==> src/clfp_pkg.sv <==
// Shared definitions for the cursor list free pool unit.
// Holds pool sizing, command and status codes, and the controller/datapath structs.
// Depends on nothing; every other file refers to it by scoped names.
package clfp_pkg;

  // Pool sizing. A cell index equal to CELLS means "no cell".
  localparam int CELLS      = 32;
  localparam int MAX_OUT    = 32;
  localparam int DISP_LIMIT = (CELLS < MAX_OUT) ? CELLS : MAX_OUT;
  localparam int IDX_W      = 6;
  localparam int ADDR_W     = (CELLS > 1) ? $clog2(CELLS) : 1;
  localparam int CNT_W      = $clog2(CELLS + 1);
  localparam int VAL_W      = 32;
  localparam int CMD_W      = 2;
  localparam int STAT_W     = 2;
  localparam int IN_DATA_W  = 32;
  localparam int OUT_DATA_W = 48;

  localparam logic [IDX_W-1:0] NONE_IDX = IDX_W'(CELLS);

  // Input commands.
  localparam logic [CMD_W-1:0] CMD_INS_HEAD = 2'd0;
  localparam logic [CMD_W-1:0] CMD_INS_TAIL = 2'd1;
  localparam logic [CMD_W-1:0] CMD_DISPLAY  = 2'd2;

  // Result status codes.
  localparam logic [STAT_W-1:0] ST_OK    = 2'd0;
  localparam logic [STAT_W-1:0] ST_FULL  = 2'd1;
  localparam logic [STAT_W-1:0] ST_EMPTY = 2'd2;

  // Read address selection for the link and value memories.
  localparam logic [1:0] RD_FREE = 2'd0;
  localparam logic [1:0] RD_LIST = 2'd1;
  localparam logic [1:0] RD_LINK = 2'd2;
  localparam logic [1:0] RD_PTR  = 2'd3;

  // Output register load selection.
  localparam logic [1:0] OUT_OK    = 2'd0;
  localparam logic [1:0] OUT_FULL  = 2'd1;
  localparam logic [1:0] OUT_EMPTY = 2'd2;
  localparam logic [1:0] OUT_DISP  = 2'd3;

  // Commands from the controller to the datapath.
  typedef struct packed {
    logic       latch;
    logic       rd_en;
    logic [1:0] rd_sel;
    logic       alloc;
    logic       walk_step;
    logic       tail_link;
    logic       disp_step;
    logic       out_load;
    logic [1:0] out_sel;
  } ctrl_cmd_t;

  // Status from the datapath to the controller.
  typedef struct packed {
    logic free_avail;
    logic list_nonempty;
    logic cmd_tail;
    logic walk_more;
    logic out_last;
  } dp_status_t;

endpackage

==> src/clfp_datapath.sv <==
// Datapath of the cursor list free pool unit: cell memories, list pointers and result register.
// Acts only on commands from clfp_ctrl; uses clfp_pkg.
module clfp_datapath (
  input  logic                             clk,
  input  logic                             rst,
  input  clfp_pkg::ctrl_cmd_t              cmd,
  input  logic [clfp_pkg::CMD_W-1:0]       in_command,
  input  logic [clfp_pkg::VAL_W-1:0]       in_value,
  output clfp_pkg::dp_status_t             status,
  output logic [clfp_pkg::OUT_DATA_W-1:0]  result_data,
  output logic                             result_last
);

  // Cell storage. Link entries not yet written read as their reset value, index plus one.
  logic [clfp_pkg::IDX_W-1:0]  link_mem [clfp_pkg::CELLS];
  logic [clfp_pkg::VAL_W-1:0]  val_mem  [clfp_pkg::CELLS];
  logic [clfp_pkg::CELLS-1:0]  link_valid;

  // Transaction and list registers.
  logic [clfp_pkg::CMD_W-1:0]  command_q;
  logic [clfp_pkg::VAL_W-1:0]  value_q;
  logic [clfp_pkg::IDX_W-1:0]  free_head;
  logic [clfp_pkg::IDX_W-1:0]  list_head;
  logic [clfp_pkg::IDX_W-1:0]  ptr;
  logic [clfp_pkg::IDX_W-1:0]  new_cell;
  logic [clfp_pkg::CNT_W-1:0]  steps;

  // Registered read port.
  logic [clfp_pkg::ADDR_W-1:0] rd_addr;
  logic [clfp_pkg::IDX_W-1:0]  link_q;
  logic                        link_valid_q;
  logic [clfp_pkg::VAL_W-1:0]  value_rd;

  // Result register.
  logic [clfp_pkg::STAT_W-1:0] out_status;
  logic [clfp_pkg::IDX_W-1:0]  out_cell;
  logic [clfp_pkg::VAL_W-1:0]  out_elem;
  logic                        out_last;

  logic [clfp_pkg::IDX_W-1:0]  link_rd;
  logic [clfp_pkg::IDX_W-1:0]  rd_idx;
  logic [clfp_pkg::ADDR_W-1:0] rd_addr_next;
  logic                        link_ok;
  logic [clfp_pkg::CNT_W:0]    n_inc;
  logic                        wr_en;
  logic [clfp_pkg::ADDR_W-1:0] wr_addr;
  logic [clfp_pkg::IDX_W-1:0]  wr_data;

  // Link read data, with the reset value standing in for never-written entries.
  assign link_rd = link_valid_q ? link_q
                                : clfp_pkg::IDX_W'(rd_addr) + clfp_pkg::IDX_W'(1);
  assign link_ok = link_rd < clfp_pkg::NONE_IDX;
  assign n_inc   = {1'b0, steps} + (clfp_pkg::CNT_W + 1)'(1);

  // Read address selection.
  always_comb begin
    case (cmd.rd_sel)
      clfp_pkg::RD_FREE: rd_idx = free_head;
      clfp_pkg::RD_LIST: rd_idx = list_head;
      clfp_pkg::RD_LINK: rd_idx = link_rd;
      default:           rd_idx = ptr;
    endcase
    rd_addr_next = rd_idx[clfp_pkg::ADDR_W-1:0];
  end

  // Single link write port: allocation or tail append.
  always_comb begin
    wr_en   = cmd.alloc | cmd.tail_link;
    wr_addr = free_head[clfp_pkg::ADDR_W-1:0];
    wr_data = (command_q == clfp_pkg::CMD_INS_TAIL) ? clfp_pkg::NONE_IDX : list_head;
    if (cmd.tail_link) begin
      wr_addr = ptr[clfp_pkg::ADDR_W-1:0];
      wr_data = new_cell;
    end
  end

  // Memories, written and read in the clock domain.
  always_ff @(posedge clk) begin
    if (wr_en) begin
      link_mem[wr_addr] <= wr_data;
    end
    if (cmd.alloc) begin
      val_mem[free_head[clfp_pkg::ADDR_W-1:0]] <= value_q;
    end
    if (cmd.rd_en) begin
      rd_addr      <= rd_addr_next;
      link_q       <= link_mem[rd_addr_next];
      link_valid_q <= link_valid[rd_addr_next];
      value_rd     <= val_mem[rd_addr_next];
    end
  end

  // Written marks for the link memory, cleared together at reset.
  always_ff @(posedge clk) begin
    if (rst) begin
      link_valid <= '0;
    end else if (wr_en) begin
      link_valid[wr_addr] <= 1'b1;
    end
  end

  // List heads.
  always_ff @(posedge clk) begin
    if (rst) begin
      free_head <= '0;
      list_head <= clfp_pkg::NONE_IDX;
    end else if (cmd.alloc) begin
      free_head <= link_rd;
      if (command_q == clfp_pkg::CMD_INS_HEAD || list_head >= clfp_pkg::NONE_IDX) begin
        list_head <= free_head;
      end
    end
  end

  // Transaction capture and walk pointer.
  always_ff @(posedge clk) begin
    if (cmd.latch) begin
      command_q <= in_command;
      value_q   <= in_value;
      ptr       <= list_head;
      steps     <= '0;
    end else if (cmd.walk_step || cmd.disp_step) begin
      ptr   <= link_rd;
      steps <= steps + clfp_pkg::CNT_W'(1);
    end
    if (cmd.alloc) begin
      new_cell <= free_head;
    end
  end

  // Result register. During allocation the new cell is still the free list head.
  always_ff @(posedge clk) begin
    if (cmd.out_load) begin
      case (cmd.out_sel)
        clfp_pkg::OUT_OK: begin
          out_status <= clfp_pkg::ST_OK;
          out_cell   <= cmd.alloc ? free_head : new_cell;
          out_elem   <= '0;
          out_last   <= 1'b1;
        end
        clfp_pkg::OUT_FULL: begin
          out_status <= clfp_pkg::ST_FULL;
          out_cell   <= clfp_pkg::NONE_IDX;
          out_elem   <= '0;
          out_last   <= 1'b1;
        end
        clfp_pkg::OUT_EMPTY: begin
          out_status <= clfp_pkg::ST_EMPTY;
          out_cell   <= clfp_pkg::NONE_IDX;
          out_elem   <= '0;
          out_last   <= 1'b1;
        end
        default: begin
          out_status <= clfp_pkg::ST_OK;
          out_cell   <= ptr;
          out_elem   <= value_rd;
          out_last   <= !(link_ok && n_inc < (clfp_pkg::CNT_W + 1)'(clfp_pkg::DISP_LIMIT));
        end
      endcase
    end
  end

  // Status toward the controller.
  always_comb begin
    status.free_avail    = free_head < clfp_pkg::NONE_IDX;
    status.list_nonempty = list_head < clfp_pkg::NONE_IDX;
    status.cmd_tail      = command_q == clfp_pkg::CMD_INS_TAIL;
    status.walk_more     = link_ok && (steps < clfp_pkg::CNT_W'(clfp_pkg::CELLS));
    status.out_last      = out_last;
  end

  // Result fields from the lowest bit up: status, cell_index, element, free_head_out.
  assign result_data = {2'b00, free_head, out_elem, out_cell, out_status};
  assign result_last = out_last;

endmodule

==> src/clfp_ctrl.sv <==
// Controller of the cursor list free pool unit: one-hot state machine sequencing the datapath.
// Drives clfp_datapath through clfp_pkg::ctrl_cmd_t and reads clfp_pkg::dp_status_t.
module clfp_ctrl (
  input  logic                        clk,
  input  logic                        rst,
  input  logic                        in_valid,
  input  logic [clfp_pkg::CMD_W-1:0]  in_command,
  input  logic                        out_ready,
  input  clfp_pkg::dp_status_t        status,
  output logic                        in_ready,
  output logic                        out_valid,
  output clfp_pkg::ctrl_cmd_t         cmd
);

  typedef enum logic [4:0] {
    IDLE  = 5'b00001,
    ALLOC = 5'b00010,
    WALK  = 5'b00100,
    DISP  = 5'b01000,
    EMIT  = 5'b10000
  } state_t;

  state_t state, state_next;
  logic   in_fire;
  logic   out_fire;

  assign in_ready  = state == IDLE;
  assign out_valid = state == EMIT;
  assign in_fire   = in_valid && in_ready;
  assign out_fire  = out_valid && out_ready;

  // Next state and datapath commands.
  always_comb begin
    state_next = state;
    cmd        = '0;
    cmd.rd_sel = clfp_pkg::RD_FREE;
    cmd.out_sel = clfp_pkg::OUT_OK;
    case (state)
      IDLE: begin
        if (in_fire) begin
          cmd.latch = 1'b1;
          if (in_command == clfp_pkg::CMD_INS_HEAD || in_command == clfp_pkg::CMD_INS_TAIL) begin
            if (status.free_avail) begin
              cmd.rd_en  = 1'b1;
              cmd.rd_sel = clfp_pkg::RD_FREE;
              state_next = ALLOC;
            end else begin
              cmd.out_load = 1'b1;
              cmd.out_sel  = clfp_pkg::OUT_FULL;
              state_next   = EMIT;
            end
          end else if (in_command == clfp_pkg::CMD_DISPLAY) begin
            if (status.list_nonempty) begin
              cmd.rd_en  = 1'b1;
              cmd.rd_sel = clfp_pkg::RD_LIST;
              state_next = DISP;
            end else begin
              cmd.out_load = 1'b1;
              cmd.out_sel  = clfp_pkg::OUT_EMPTY;
              state_next   = EMIT;
            end
          end
        end
      end
      ALLOC: begin
        cmd.alloc = 1'b1;
        if (status.cmd_tail && status.list_nonempty) begin
          cmd.rd_en  = 1'b1;
          cmd.rd_sel = clfp_pkg::RD_LIST;
          state_next = WALK;
        end else begin
          cmd.out_load = 1'b1;
          cmd.out_sel  = clfp_pkg::OUT_OK;
          state_next   = EMIT;
        end
      end
      WALK: begin
        if (status.walk_more) begin
          cmd.walk_step = 1'b1;
          cmd.rd_en     = 1'b1;
          cmd.rd_sel    = clfp_pkg::RD_LINK;
        end else begin
          cmd.tail_link = 1'b1;
          cmd.out_load  = 1'b1;
          cmd.out_sel   = clfp_pkg::OUT_OK;
          state_next    = EMIT;
        end
      end
      DISP: begin
        cmd.out_load  = 1'b1;
        cmd.out_sel   = clfp_pkg::OUT_DISP;
        cmd.disp_step = 1'b1;
        state_next    = EMIT;
      end
      EMIT: begin
        if (out_fire) begin
          if (status.out_last) begin
            state_next = IDLE;
          end else begin
            cmd.rd_en  = 1'b1;
            cmd.rd_sel = clfp_pkg::RD_PTR;
            state_next = DISP;
          end
        end
      end
      default: begin
        state_next = IDLE;
      end
    endcase
  end

  // State register.
  always_ff @(posedge clk) begin
    if (rst) begin
      state <= IDLE;
    end else begin
      state <= state_next;
    end
  end

endmodule

==> src/cursor_list_free_pool_unit.sv <==
// Cursor list free pool unit: insert at head, insert at tail and display over a 32-cell pool.
// Head insert: the free list head is read, then the cell is allocated and the result loaded;
// tail insert also walks the list to its tail before linking the new cell; display loads one
// result per listed cell, each after the previous result is taken. One transaction at a time;
// tail inserts and displays are paced by the serial link walk through the single-read link
// memory. Reset (rst, synchronous): empty list, all cells free, link marks cleared at once.
module cursor_list_free_pool_unit (
  input  logic                                clk,
  input  logic                                rst,
  // Input transactions.
  input  logic                                s_tvalid,
  output logic                                s_tready,
  input  logic [clfp_pkg::IN_DATA_W-1:0]      s_tdata,  // value
  input  logic [clfp_pkg::CMD_W-1:0]          s_tuser,  // command
  // Result transactions.
  output logic                                m_tvalid,
  input  logic                                m_tready,
  output logic [clfp_pkg::OUT_DATA_W-1:0]     m_tdata,  // status, cell_index, element, free_head_out
  output logic                                m_tlast
);

  clfp_pkg::ctrl_cmd_t  cmd;
  clfp_pkg::dp_status_t status;

  // Sequencing of each transaction.
  clfp_ctrl u_ctrl (
    .clk        (clk),
    .rst        (rst),
    .in_valid   (s_tvalid),
    .in_command (s_tuser),
    .out_ready  (m_tready),
    .status     (status),
    .in_ready   (s_tready),
    .out_valid  (m_tvalid),
    .cmd        (cmd)
  );

  // Pool storage and result register.
  clfp_datapath u_datapath (
    .clk         (clk),
    .rst         (rst),
    .cmd         (cmd),
    .in_command  (s_tuser),
    .in_value    (s_tdata),
    .status      (status),
    .result_data (m_tdata),
    .result_last (m_tlast)
  );

endmodule

==> config.mk <==
export PLATFORM = sky130hd
export DESIGN_NAME = cursor_list_free_pool_unit
export DESIGN_NICKNAME = d
export VERILOG_FILES = /design/src/clfp_pkg.sv /design/src/clfp_datapath.sv /design/src/clfp_ctrl.sv /design/src/cursor_list_free_pool_unit.sv
export SDC_FILE = /design/constraint.sdc
export NUM_CORES = 2
export LEC_CHECK = 0
export ABC_AREA = 0
export BUFFER_PORTS_ARGS = -buffer_cell sky130_fd_sc_hd__buf_2
export CORE_AREA = 2 2 412 251
export CTS_CLUSTER_SIZE = 14
export DETAILED_ROUTE_END_ITERATION = 8
export DIE_AREA = 0 0 414 253
export HOLD_SLACK_MARGIN = 0.05
export PLACE_DENSITY = 0.8
export SLEW_MARGIN = 30
export SYNTH_ARGS = -nofsm -noshare
export SYNTH_HDL_FRONTEND = slang
export SYNTH_SLANG_ARGS = --single-unit
==> constraint.sdc <==
create_clock -name clk -period 3.9 [get_ports clk]
set_input_delay 0.195 -clock clk [delete_from_list [all_inputs] [get_ports clk]]
set_output_delay 0.195 -clock clk [all_outputs]
set_load 0.02 [all_outputs]
# Word level (Yosys, flattened, before mapping)
# Memories as Yosys holds them, arrays and structs flattened. A register that Yosys moved wholly into a read port is not among the register bits.
# Index checks and enable logic that the tools add are counted.
[classes]
add_sub_neg = 3
mul = 0
div = 0
magnitude_cmp = 9
n_eq_ne = 16
shift = 0
mux = 52
n_bitwise = 2
reduce_logical = 19
[op_table]
columns = ["cell", "count"]
rows = [
  ["$mux W3", 15],
  ["$mux W5", 9],
  ["$mux W6", 6],
  ["$or A32 B32 Y32", 1],
  ["$pmux W5 S5", 1],
  ["$lt A6 B6 Y1 const B", 4],
  ["$pmux W3 S4", 2],
  ["$pmux W5 S3", 1],
  ["$lt A5 B6 Y1 const B", 2],
  ["$pmux W6 S2", 1],
  ["$mux W1", 11],
  ["$eq A2 B1 Y1 const B", 4],
  ["$logic_not A2 Y1", 4],
  ["$mux W4", 2],
  ["$add A6 B1 Y7 const B", 1],
  ["$lt A7 B6 Y1 const B", 1],
  ["$add A5 B1 Y6 const B", 1],
  ["$add A6 B1 Y6 const B", 1],
  ["$eq A2 B2 Y1 const B", 3],
  ["$ge A6 B6 Y1 const B", 1],
  ["$logic_and A1 B1 Y1", 6],
  ["$ne A2 B2 Y1 const B", 3],
  ["$bmux W1 S5", 1],
  ["$demux W1 S5", 1],
  ["17 further kinds", 19],
]
[word_totals]
reg_bits = 148
latch_bits = 0
ramBits = 1216
romBits = 0
input_bits = 38
output_inout_bits = 51
elab_cells = 118
n_memories = 2
[mem_list]
columns = ["name", "depth", "word_bits", "rd", "rd_clocked_by_memory_dff", "write_ports", "line", "rtl"]
rows = [
  ["u_datapath.val_mem", 32, 32, 1, 1, 1, "clfp_datapath.sv:16", "logic [clfp_pkg::VAL_W-1:0] val_mem [clfp_pkg::CELLS];"],
  ["u_datapath.link_mem", 32, 6, 1, 1, 1, "clfp_datapath.sv:15", "logic [clfp_pkg::IDX_W-1:0] link_mem [clfp_pkg::CELLS];"],
]

# Longest topological paths before layout
[logic_depth]
word_depth = 12
depth_mapped = 15
depth_no_buf = 10

# Cells and area by module
# A second synthesis with hierarchy kept.
[unflattened]
cells_unflattened = 3731
area_unflattened_um2 = 55680.9
[modules_own_cells]
columns = ["mod", "n_inst", "cells_per_inst", "area_each_um2", "seq_area_each_um2"]
rows = [
  ["clfp_datapath", 1, 3679, 55279.3, 41389.7],
  ["clfp_ctrl", 1, 52, 401.6, 100.1],
]

# Worst setup path after synthesis
# No wires, ideal clock.
[synth_timing]
path_type = "register to register"
start = "register u_ctrl.state[0]"
end = "memory u_datapath.val_mem[29][0] in the netlist's numbering, enable pin"
setup_time_ns = 0.421
t_arrival_ns = 3.010
required_ns = 3.479
path_slack_ns = 0.469
stages_incl_launch_ff = 9
n_path_buf = 3
period_less_slack_ns = 3.431
cell_sequence = "dfxtp_1 > buf_2 > nor3_2 > and3b_1 > clkbuf_1 > nand2_1 > or2_2 > clkbuf_1 > nor2_1"
[synth_via]
elab_chain_len = 4
[synth_lines]
columns = ["item", "line", "rtl"]
rows = [
  ["start: declaration", "clfp_ctrl.sv:23", "state_t state, state_next;"],
  ["start signal: assignment", "clfp_ctrl.sv:117", "state <= state_next;"],
  ["$eq A5 B2 Y1", "clfp_ctrl.sv:38", "case (state)"],
  ["$mux W1", "clfp_ctrl.sv:38", ""],
  ["$mux W1", "clfp_datapath.sv:82", "if (cmd.alloc) begin"],
  ["$mux W1 (implied by the code)", "clfp_datapath.sv:83", "val_mem[free_head[clfp_pkg::ADDR_W-1:0]] <= value_q;"],
  ["end: declaration", "clfp_datapath.sv:16", ""],
]
# Every way passes these cells.

# Worst setup path in the final report
[layout_timing]
start = "register u_ctrl.state[0]"
end = "register u_datapath.link_q[4] in the netlist's numbering (read register of u_datapath.link_mem) (data pin)"
[layout_via]
elab_chain_len = 6
word_cells_on_any_way = 13
classes_between = "eq/ne (6); mux (4); reduce/logical (3)"
[layout_lines]
columns = ["item", "line", "rtl"]
rows = [
  ["$eq A5 B5 Y1 / $eq A5 B1 Y1 (equally long branches)", "clfp_ctrl.sv:28, clfp_ctrl.sv:38, clfp_ctrl.sv:27", ""],
  ["$logic_and A1 B1 Y1 (on tied branches)", "clfp_ctrl.sv:30, clfp_ctrl.sv:29", ""],
  ["$mux W3 / $mux W4 (equally long branches)", "clfp_ctrl.sv:96, clfp_ctrl.sv:40", ""],
  ["$pmux W3 S4 *", "clfp_ctrl.sv:38", ""],
  ["$eq A2 B2 Y1 (tied with other cells)", "clfp_datapath.sv:57", "case (cmd.rd_sel)"],
  ["$pmux W5 S3", "clfp_datapath.sv:57", ""],
  ["end: declaration", "clfp_datapath.sv:30", "logic [clfp_pkg::IDX_W-1:0] link_q;"],
]
# Every way passes the cells marked *; elsewhere a longest branch is shown, timed or not.
# A chain may end at the register's enable or synchronous reset.

==> reports/metrics.csv <==
metric;value;unit
status;finished with violations;
failing checks;design-rule violations;
Synth top area share;73.1;%
ranking of synthesized cells by area;edfxtp_1 73%, nand2_1 5.4%, mux2i_1 2.3%;
RePlAce Congestion;0.912;
core area;0.101;mm²
Die X;414;µm
mean area per synthesized cell;14.2;µm²
Pwr Total;0.0290;W
port buffer count;86;
initial DRC count;6498;
DR WL met3;25.9;mm
CTS sink cnt;1402;
Pwr Density;465;mW/mm²
Detail Route Antenna Nets;0;
Max H-tree Level;3;
largest net degree at the start of global routing;133;
Unique masters post-synth;58;
layout cells sized above 1;12.6;%
vias per cell;6.58;
clock-pin slew on the worst setup and hold paths;0.07;ns
WL/cell;28.4;µm
DP Wirelength;86.5;mm
Post-synth EDFFs;1341;
crit start category;register;
crit path kind;register to register;
Area Overhead vs Synth;13.2;%
worst min path class;primary input to register;
Clk Latency, worst-skew pair;0.75;ns
# DRC;1;
reg2reg setup slack;0.04;ns
CTS tree;built;
M1 WL;58.9;mm
Max Buffers Root-to-Sink;3;
Final Core Density;61.5;%
initial antenna violation count;10;
Critical Path RT;4.38;ns
Highest Signal Layer;met5;
Yosys warnings;0;
setup ws final;0.0385;ns
die footprint;0.105;mm²
#FFs+latches synth;1402;
Slew Viols, Final;0;
clk_skew;0.0331;ns
cell count after synthesis;3880;
gr ovfl total;0;
RSZ-0062 raised after global routing;yes;
LEAKAGE;20.7;nW
Max VDD drop;401;µV
row cnt;91;
sequential area share after synthesis;75.3;%
CP arrival;4.34;ns
Final Hold Viols;0;
drt first pass iters;9;
Vias;36100;
Period Utilization, post-route;99.0;%
Starting Density;54.3;%
Global Route Usage Sum;29.1;%
Slew headroom;29.6;%
Final #Nets;4086;
post-synth top area cell;edfxtp_1;
worst slew pin tran;1.05;ns
WHS;0.166;ns
vias in the first global route;33700;
DRT Wirelength;155;mm
Placement Setup Slack;0.123;ns
Final setup viols;0;
total CTS buffers;120;
min Tclk post-route;3.86;ns
max cap viols;0;
Mapped Area;0.0551;mm²
Top Ports;89;
met2 wire len;65.7;mm
root buf cell;clkbuf_16;
CP Max Fanout;50;
Setup TNS Final;0;ns
critical path capture point type;register;
Main synth FF type;edfxtp_1;
first-pass GRT wire length;224;mm
asr flop ratio synth;0;%
die height;253;µm
fmax;0.259;GHz
==> repair_timing <==
item | 4_1_cts | 5_1_grt
endpoints found under the setup margin | 0 | 13
buffers inserted | 0 | 0
hold buffers | 37 | 1
gates resized for setup | 0 | 6
endpoints found under the hold margin | 38 | 43
==> worst paths after layout <==
check | from | to | cells past startpoint
worst max-delay path | u_ctrl.state[0] | u_datapath.link_q[4] | 11
worst min-delay path | s_tdata[30] | u_datapath.value_q[30] | 2
worst max register to register | u_ctrl.state[0] | u_datapath.link_q[4] | 11
worst min register to register | u_datapath.link_valid[22] | u_datapath.link_valid[22] | 2
==> final cells by class <==
cell class | instances | area [µm²]
sequential | 1402 | 41500
tap | 1348 | 1690
fill | 7115 | 39000
antenna | 2 | 5.00
inverter | 15 | 63.8
multi-input combinational | 2195 | 12600
clock inverter | 45 | 292
timing repair buffer | 307 | 2960
clock buffer | 167 | 3230
==> power breakdown <==
group	switching [W]	internal, W
Combinational	0.000726	0.000311
Clock	0.00529	0.00583
Sequential	0.000173	0.0167
Total	0.00619	0.0228
==> routing by layer <==
layer  vias to the layer above  global-route usage [%]
met5                         -                       0
met1                     17600                    42.7
met2                      3067                    41.2
met4                         6                    8.98
met3                       378                    9.71
li1                      15100                       -
==> cells in the final DEF (no fill, tap or decap), drive strengths merged, types with 3 or more instances in the layout <==
cell         synthesis  routed
clkinv               0      38
nor2               163     163
nor2b                3       3
clkbuf             131     167
and2                34      34
a22oi               40      40
nor3                 9       9
a2111oi             78      78
o21ai               13      13
ha                   7       7
xor2                 4       4
buf                138     269
a211oi             159     159
nand2b               7       7
o22ai               41      41
nand2              794     794
a31oi              199     199
inv                 15      19
nand3b               4       4
and3               159     159
mux2i              126     126
dlygate4sd3          0      38
or2                  5       5
edfxtp            1341    1341
dfxtp               61      61
a21oi               64      64
nand3              213     213
xnor2                4       4
nand4               42      42
==> flip-flops by register name, indices dropped and copies added, names as in the netlist, 6 cells and up <==
register and flops:
u_datapath.val_mem 1024, u_datapath.link_mem 192, u_datapath.link_valid 32, u_datapath.out_elem 32, u_datapath.value_q 32, u_datapath.value_rd 32, u_datapath.free_head 6, u_datapath.link_q 6
u_datapath.list_head 6, u_datapath.new_cell 6, u_datapath.out_cell 6, u_datapath.ptr 6, u_datapath.steps 6
==> kinds of logic (layout without fill, tap and decap cells) <==
group	after synthesis	in the layout	synth area share [%]
DFF	1402	1402	75.3
adders and majority gates	7	7	0.159
xor gates and xnor gates	8	8	0.127
muxes	128	128	2.33
and+or+nand+nor	1443	1443	11.6
buffers and inverters	284	534	2.43
AOI/OAI and AO/OA	607	607	7.95
other	1	4	0.00681
==> metrics by stage <==
stage | cell area [µm²] | std cells
after floorplan | 55100 | 3881
after global placement | 58000 | 5199
after detailed placement | 58100 | 5204
after CTS | 62000 | 5453
after global routing | 62300 | 5479
final | 62300 | 5481
==> worst max-delay path, stage by stage, from the launching register on <==
cell,delay (ns)
dfxtp_1,0.48
and4bb_1,0.23
nand4b_1,0.18
a21o_1,0.28
a2111o_2,0.59
buf_12,0.24
buf_4,0.24
and3_1,0.19
a2111oi_0,0.63
a211oi_1,0.17
a21oi_1,0.24
a211oi_2,0.11
==> synthesized netlist by cell type (3+ instances only) <==
cell type  instances
dfxtp_1           61
a31oi_1          199
buf_6              8
inv_1             11
a2111oi_0         74
xnor2_1            4
nor3_1             8
a22oi_1           40
nor2b_1            3
and2_1            34
ha_1               7
nand3b_1           4
clkbuf_1         131
o21ai_0           11
a211oi_1         124
nor2_2             4
buf_4             25
nand2b_1           7
nand4_1           42
o22ai_1           41
a21oi_1           57
nor2_1           158
nand3_1          212
mux2i_1          126
a2111oi_1          4
edfxtp_1        1341
a211oi_2          35
buf_2             94
nand2_1          793
a21oi_2            7
xor2_1             4
inv_2              4
and3_1           159
buf_1             11
or2_2              5
Power figures use the tool's default switching activity.
